--- src/hw/rtl/clbc_pkg.sv ---
// Shared types and constants for the card number Luhn and brand checker.
package clbc_pkg;

	localparam int unsigned CardWidth = 64;
	localparam int unsigned NumCells = 20;
	localparam int unsigned MaxDigits = 19;
	localparam int unsigned CntWidth = $clog2(CardWidth);
	localparam int unsigned IdxWidth = $clog2(NumCells);

	typedef logic [3:0] digit_t;
	typedef logic [4:0] count_t;
	typedef logic [1:0] brand_t;

	localparam brand_t BRAND_INVALID = 2'd0;
	localparam brand_t BRAND_AMEX = 2'd1;
	localparam brand_t BRAND_VISA = 2'd2;
	localparam brand_t BRAND_MASTER = 2'd3;

	localparam count_t MIN_DIGITS = 5'd13;
	localparam count_t AMEX_DIGITS = 5'd15;
	localparam count_t VISA_SHORT_DIGITS = 5'd13;
	localparam count_t CARD_DIGITS = 5'd16;
	localparam count_t MAX_DIGITS_C = count_t'(MaxDigits);

	typedef enum logic [1:0] {
		CELL_HOLD,
		CELL_CLEAR,
		CELL_CONV,
		CELL_SHIFT
	} cell_op_t;

	typedef struct packed {
		count_t digit_count;
		logic   luhn_ok;
		digit_t lead_hi;
		digit_t lead_lo;
	} scan_res_t;

endpackage

--- src/hw/rtl/clbc_cell.sv ---
// One decimal digit cell of the shift-and-add-3 conversion chain.
module clbc_cell (
	input  logic              clk,
	input  clbc_pkg::cell_op_t op,
	input  logic              bit_in,
	input  clbc_pkg::digit_t  digit_in,
	output logic              carry_out,
	output clbc_pkg::digit_t  digit
);
	import clbc_pkg::*;

	digit_t d_q;
	digit_t adj;

	assign adj = (d_q >= 4'd5) ? d_q + 4'd3 : d_q;
	assign carry_out = adj[3];
	assign digit = d_q;

	always_ff @(posedge clk) begin
		unique case (op)
			CELL_CLEAR: d_q <= '0;
			CELL_CONV:  d_q <= {adj[2:0], bit_in};
			CELL_SHIFT: d_q <= digit_in;
			default:    d_q <= d_q;
		endcase
	end

endmodule

--- src/hw/rtl/clbc_scan.sv ---
// Digit scanner that accumulates the Luhn sum, digit count and leading digits.
module clbc_scan (
	input  logic                              clk,
	input  logic                              clear,
	input  logic                              en,
	input  logic [clbc_pkg::IdxWidth-1:0]     idx,
	input  clbc_pkg::digit_t                  digit,
	output clbc_pkg::scan_res_t               res
);
	import clbc_pkg::*;

	digit_t sum_q;
	digit_t prev_q;
	digit_t hi_q;
	digit_t lo_q;
	count_t count_q;
	logic [4:0] dbl;
	digit_t term;
	logic [4:0] acc;

	always_comb begin
		dbl = {digit, 1'b0};
		if (idx[0]) begin
			term = (dbl > 5'd9) ? 4'(dbl - 5'd9) : dbl[3:0];
		end else begin
			term = digit;
		end
		acc = {1'b0, sum_q} + {1'b0, term};
		if (acc >= 5'd10) begin
			acc = acc - 5'd10;
		end
	end

	always_ff @(posedge clk) begin
		if (clear) begin
			sum_q <= '0;
			prev_q <= '0;
			hi_q <= '0;
			lo_q <= '0;
			count_q <= '0;
		end else if (en) begin
			sum_q <= acc[3:0];
			prev_q <= digit;
			if (digit != 4'd0) begin
				hi_q <= digit;
				lo_q <= prev_q;
				count_q <= count_t'(idx) + 5'd1;
			end
		end
	end

	assign res.digit_count = count_q;
	assign res.luhn_ok = (sum_q == 4'd0);
	assign res.lead_hi = hi_q;
	assign res.lead_lo = lo_q;

endmodule

--- src/hw/rtl/card_number_luhn_brand_check.sv ---
// Top level of the card number checker: conversion chain, digit scan and control.
//
// A word goes from acceptance to a loaded result in these steps: the binary
// number shifts one bit per cycle through a chain of twenty decimal digit
// cells, the digits shift out of the chain into the Luhn and count scanner,
// and the brand is formed and loaded with the result once the output is free.
// The input side takes the next word as soon as the result is registered,
// while that result may still wait on the output.
module card_number_luhn_brand_check (
	input  logic                              clk,
	input  logic                              arst_n,
	input  logic                              in_valid,
	output logic                              in_ready,
	input  logic [clbc_pkg::CardWidth-1:0]    pan,
	output logic                              out_valid,
	input  logic                              out_ready,
	output clbc_pkg::brand_t                  brand,
	output logic                              luhn_ok,
	output clbc_pkg::count_t                  digit_count
);
	import clbc_pkg::*;

	typedef enum logic [1:0] {
		ST_IDLE,
		ST_CONV,
		ST_SCAN,
		ST_DONE
	} state_t;

	state_t state_q;
	logic [CntWidth-1:0] cnt_q;
	logic [CardWidth-1:0] bin_q;
	logic out_valid_q;
	brand_t brand_q;
	logic luhn_q;
	count_t count_q;

	cell_op_t cell_op;
	logic [NumCells-1:0] carry;
	digit_t digits [NumCells];
	scan_res_t res;
	brand_t brand_next;
	logic accept;
	logic out_free;

	assign accept = in_valid && in_ready;
	assign in_ready = (state_q == ST_IDLE);
	assign out_free = !out_valid_q || out_ready;

	always_comb begin
		unique case (state_q)
			ST_IDLE: cell_op = accept ? CELL_CLEAR : CELL_HOLD;
			ST_CONV: cell_op = CELL_CONV;
			ST_SCAN: cell_op = CELL_SHIFT;
			default: cell_op = CELL_HOLD;
		endcase
	end

	for (genvar i = 0; i < NumCells; i++) begin : g_cell
		logic bit_in;
		digit_t digit_in;
		if (i == 0) begin : g_first
			assign bit_in = bin_q[CardWidth-1];
		end else begin : g_rest
			assign bit_in = carry[i-1];
		end
		if (i == NumCells - 1) begin : g_last
			assign digit_in = '0;
		end else begin : g_mid
			assign digit_in = digits[i+1];
		end
		clbc_cell u_cell (
			.clk       (clk),
			.op        (cell_op),
			.bit_in    (bit_in),
			.digit_in  (digit_in),
			.carry_out (carry[i]),
			.digit     (digits[i])
		);
	end

	clbc_scan u_scan (
		.clk   (clk),
		.clear (accept),
		.en    (state_q == ST_SCAN),
		.idx   (cnt_q[IdxWidth-1:0]),
		.digit (digits[0]),
		.res   (res)
	);

	always_comb begin
		brand_next = BRAND_INVALID;
		if (res.luhn_ok && res.digit_count >= MIN_DIGITS
				&& res.digit_count <= MAX_DIGITS_C) begin
			if (res.lead_hi == 4'd3 && (res.lead_lo == 4'd4 || res.lead_lo == 4'd7)
					&& res.digit_count == AMEX_DIGITS) begin
				brand_next = BRAND_AMEX;
			end else if (res.lead_hi == 4'd4 && (res.digit_count == VISA_SHORT_DIGITS
					|| res.digit_count == CARD_DIGITS)) begin
				brand_next = BRAND_VISA;
			end else if (res.lead_hi == 4'd5 && res.lead_lo >= 4'd1
					&& res.lead_lo <= 4'd5 && res.digit_count == CARD_DIGITS) begin
				brand_next = BRAND_MASTER;
			end
		end
	end

	always_ff @(posedge clk or negedge arst_n) begin
		if (!arst_n) begin
			state_q <= ST_IDLE;
			cnt_q <= '0;
			out_valid_q <= 1'b0;
		end else begin
			if (state_q == ST_DONE && out_free) begin
				out_valid_q <= 1'b1;
			end else if (out_ready) begin
				out_valid_q <= 1'b0;
			end
			unique case (state_q)
				ST_IDLE: begin
					if (accept) begin
						cnt_q <= '0;
						state_q <= ST_CONV;
					end
				end
				ST_CONV: begin
					if (cnt_q == CntWidth'(CardWidth - 1)) begin
						cnt_q <= '0;
						state_q <= ST_SCAN;
					end else begin
						cnt_q <= cnt_q + 1'b1;
					end
				end
				ST_SCAN: begin
					if (cnt_q == CntWidth'(NumCells - 1)) begin
						cnt_q <= '0;
						state_q <= ST_DONE;
					end else begin
						cnt_q <= cnt_q + 1'b1;
					end
				end
				ST_DONE: begin
					if (out_free) begin
						state_q <= ST_IDLE;
					end
				end
				default: state_q <= ST_IDLE;
			endcase
		end
	end

	always_ff @(posedge clk) begin
		if (accept) begin
			bin_q <= pan;
		end else if (state_q == ST_CONV) begin
			bin_q <= {bin_q[CardWidth-2:0], 1'b0};
		end
		if (state_q == ST_DONE && out_free) begin
			brand_q <= brand_next;
			luhn_q <= res.luhn_ok;
			count_q <= res.digit_count;
		end
	end

	assign out_valid = out_valid_q;
	assign brand = brand_q;
	assign luhn_ok = luhn_q;
	assign digit_count = count_q;

endmodule
--- config.mk ---
export PLATFORM = sky130hd
export DESIGN_NAME = card_number_luhn_brand_check
export DESIGN_NICKNAME = d
export VERILOG_FILES = /design/src/hw/rtl/clbc_pkg.sv /design/src/hw/rtl/clbc_cell.sv /design/src/hw/rtl/clbc_scan.sv /design/src/hw/rtl/card_number_luhn_brand_check.sv
export SDC_FILE = /design/constraint.sdc
export NUM_CORES = 1
export LEC_CHECK = 0
export BUFFER_PORTS_ARGS = -buffer_cell sky130_fd_sc_hd__buf_2
export CAP_MARGIN = 20
export CELL_PAD_IN_SITES_DETAIL_PLACEMENT = 0
export CELL_PAD_IN_SITES_GLOBAL_PLACEMENT = 1
export CORE_MARGIN = 2
export CORE_UTILIZATION = 42
export DETAILED_ROUTE_END_ITERATION = 10
export HOLD_SLACK_MARGIN = 0.02
export PLACE_DENSITY_LB_ADDON = 0.1
export SYNTH_ARGS = -nofsm -noshare
export SYNTH_HDL_FRONTEND = slang
export SYNTH_SLANG_ARGS = --single-unit
--- constraint.sdc ---
create_clock -name clk -period 9.4 [get_ports clk]
set_input_delay 1.41 -clock clk [delete_from_list [all_inputs] [get_ports clk]]
set_output_delay 1.41 -clock clk [all_outputs]
set_load 0.02 [all_outputs]
==> results.md <==
- Status: finished clean
- GRT overflow: 0
- Hold/Removal Path Class: flop to flop
- Final WL: 20510 µm
- Post-CTS Setup Bufs: 0
- Max-cap violations: 0
- Die ar.: 25400 µm²
- Met1 Use GR: 0.2441
- Post-DR wirelength/cell: 14.54 µm
- Ant. Diodes: 0
- RSZ-0062 raised after global routing: no
- Cell area after synthesis: 10140 µm²
- RePlAce Congestion: 0.7326
- Number of synthesized flops with an enable pin: 152
- DRC: 0
- Crit end category: flop
- FF-to-FF End: u_scan.sum_q[2]
- Tcrit/Tclk final: 0.3693
- CTS clk-pin slew, worst paths: 0.08 ns
- DR vias: 7128
- Synth area leaders: edfxtp_1 (45%), nand2_1 (9.8%), ha_1 (6.3%)
- Fin Hold WS: 0.4567 ns
- Final Slew Violations: 0
- Nets: 1199
- Hold path depth: 2
- CP Launch Type: flop
- Vias per cell: 5.052
- Worst Hold Launch: u_scan.prev_q[2]
- Synth warnings: 0
- VDD IR max: 0.1082 mV
- Yosys top cell by area: edfxtp_1
- Longest Clk Path Bufs: 2
- Worst reg2reg startpoint: g_cell[0].u_cell.digit[0]
- Design Area, Final: 11430 µm²
- Dpl hpwl: 12810 µm
- # resized after CTS: 0
- Ports: 78
- FP Rows: 56
- Final Hold Fails: 0
- Fraction of layout cells with a size suffix above 1: 0.1190
- Post-Syn Nets: 1143
- Total negative slack: 0 ns
- Post-CTS Hold Fix Bufs: 0
- Met3 usage: 0.02917
- Post-Syn Instances: 1023
- CP arrival: 3.82 ns
- Fmax achieved: 288.0 MHz
- Initial Util: 0.4294
- Clk Tree Root Cell: clkbuf_16
- CP Max Fanout: 7
- Area growth syn-to-layout: 12.75%
- Initial antenna violation count: 0
- Buffers added on ports: 77
- CTS H-tree depth: 4
- Largest net degree at the start of global routing: 83
- Vias in the first global route: 7008
- Flop-to-flop setup slack: 5.93 ns
- Seq/Total Area, Yosys: 0.5139
- Routed Antenna Nets: 0
- Dpl ws: 5.958 ns
- Dpl cell area: 10820 µm²
- First-pass GRT wire length: 35290 µm
- Final worst slack: 5.928 ns
- Met2 Resource Use GR: 0.2577
- Pwr Density: 139.5 nW/µm²
- Hold Path Sink: u_scan.lo_q[2]
- Die height: 159.4 µm
- # fillers: 2293
- Async SR Flop Fraction: 0.04945
- CTS tree: done
- Die width: 159.4 µm
- # setup viols final: 0
- Clock sink count: 182
- Tightest Pin Transition: 0.8437 ns
- Worst skew pair latency: 0.43 ns
- Final Skew: 0.01261 ns
- Minimum clock period: 3.472 ns
- Synth unique cells: 56
- R2R cell count: 14
- Avg Cell Area, Syn: 9.911 µm²
- Yosys reg bits: 182
- Critical Path RT: 9.75 ns
- GRT Max-Usage Layer: met2
- Share of the synthesized area in the top cell type: 0.4502
- Prevailing post-synth register cell: edfxtp_1
- Total track usage: 0.1663
- Leak: 4.429 nW
- 1st-iter DRT viols: 395
- Cts bufs inserted: 17
- Drt pass-1 iters: 4
- Slew HR: 0.4375
- WS Path Type: flop to flop
- Core area: 23610 µm²
## cell usage in the layout (no fill, tap or decap), drive strengths merged, types with 19 or more instances in the layout
cell type	n
nor2	22
buf	86
dfxtp	21
nand2b	28
a21boi	20
a21o	19
a21oi	42
inv	61
a22oi	20
ha	51
nand2	266
o21ai	33
nor3b	21
xnor2	40
edfxtp	152
nor2b	58
a2bb2oi	19
## per-stage QoR
stage,utilization,cells,total power [mW]
after floorplan,-,1023,0.8791
after global placement,0.4584,1378,0.8946
after detailed placement,0.4584,1378,0.8943
after global routing,0.4841,1411,1.650
after CTS,0.4833,1410,1.617
final,0.4841,1411,1.595
## final cells by class
class	count	area [µm²]	share of cell area
sequential	182	5210	0.4558
multi-input combinational	735	4556	0.3985
clock buffer	17	425.4	0.03722
timing repair buffer	86	465.4	0.04072
tap	319	399.1	0.03492
inverter	57	214.0	0.01872
clock inverter	15	161.4	0.01412
## report_power, final
group | total [mW] | internal (mW) | switching, mW
clock | 0.719 | 0.377 | 0.342
combinational | 0.0155 | 0.00999 | 0.00547
sequential | 0.861 | 0.861 | 0
total | 1.60 | 1.25 | 0.348
## cell usage after synthesis, drive strengths merged (4+ instances only)
cell type,count
a32oi,18
ha,51
a21o,19
nand3,4
inv,55
edfxtp,152
dfxtp,21
mux2i,8
clkbuf,45
nand2,266
and2,4
o21ai,33
o211ai,18
nor3,4
a21boi,20
a31oi,7
a2bb2oi,19
a21oi,42
nor3b,21
xnor2,40
dfrtp,9
nor2b,58
nor2,22
a22oi,20
nand2b,28
buf,4
## how the worst max path moves through the flow
stage / from / end / slack, ns
floorplan: in_valid / g_cell[0].u_cell.digit[0] / 5.33
global placement: in_valid / g_cell[7].u_cell.digit[2] / 6.03
detailed placement: g_cell[0].u_cell.digit[0] / u_scan.sum_q[2] / 5.96
CTS: g_cell[0].u_cell.digit[0] / u_scan.sum_q[2] / 5.92
global route: g_cell[0].u_cell.digit[0] / u_scan.sum_q[1] / 5.60
finish: g_cell[0].u_cell.digit[0] / u_scan.sum_q[2] / 5.93
## registers in the layout, summed over array words and instances, names as in the netlist, 5 cells and up
| name | count |
|---|---|
| digit_count | 5 |
| cnt_q | 6 |
| g_cell.u_cell.digit | 80 |
| u_scan.count_q | 5 |
| bin_q | 64 |
## cell families (layout without fill, tap and decap cells)
kind of cell	count (synthesis)	after routing	share of synthesized area
AO/OA/AOI/OAI	212	212	0.1448
XOR/XNOR	42	42	0.03628
adder cells (fa/ha/maj)	52	52	0.06491
buffers and inverters	106	175	0.03937
flip-flops	182	182	0.5139
multiplexers	9	9	0.009009
AND/OR/NAND/NOR	420	420	0.1918
## worst max-delay path, stage by stage (launching register included)
cell and delay, ns:
edfxtp_1 0.50, inv_1 0.14, ha_1 0.28, inv_2 0.04, a21oi_1 0.24, xnor2_1 0.15, mux2i_1 0.13, fa_1 0.45
xnor2_1 0.16, inv_1 0.08, ha_1 0.24, o31ai_1 0.11, a311o_1 0.40, or3_1 0.32, a31oi_1 0.16
## layer usage
| metal | part of all wire | vias to the layer above | routed length, µm |
|---|---|---|---|
| met5 | 0 | - | 0 |
| met4 | 0.0084 | 0 | 172 |
| li1 | - | 3682 | - |
| met1 | 0.52 | 3346 | 10730 |
| met3 | 0.025 | 14 | 512 |
| met2 | 0.44 | 86 | 9098 |
(Power assumes the default switching activity.)
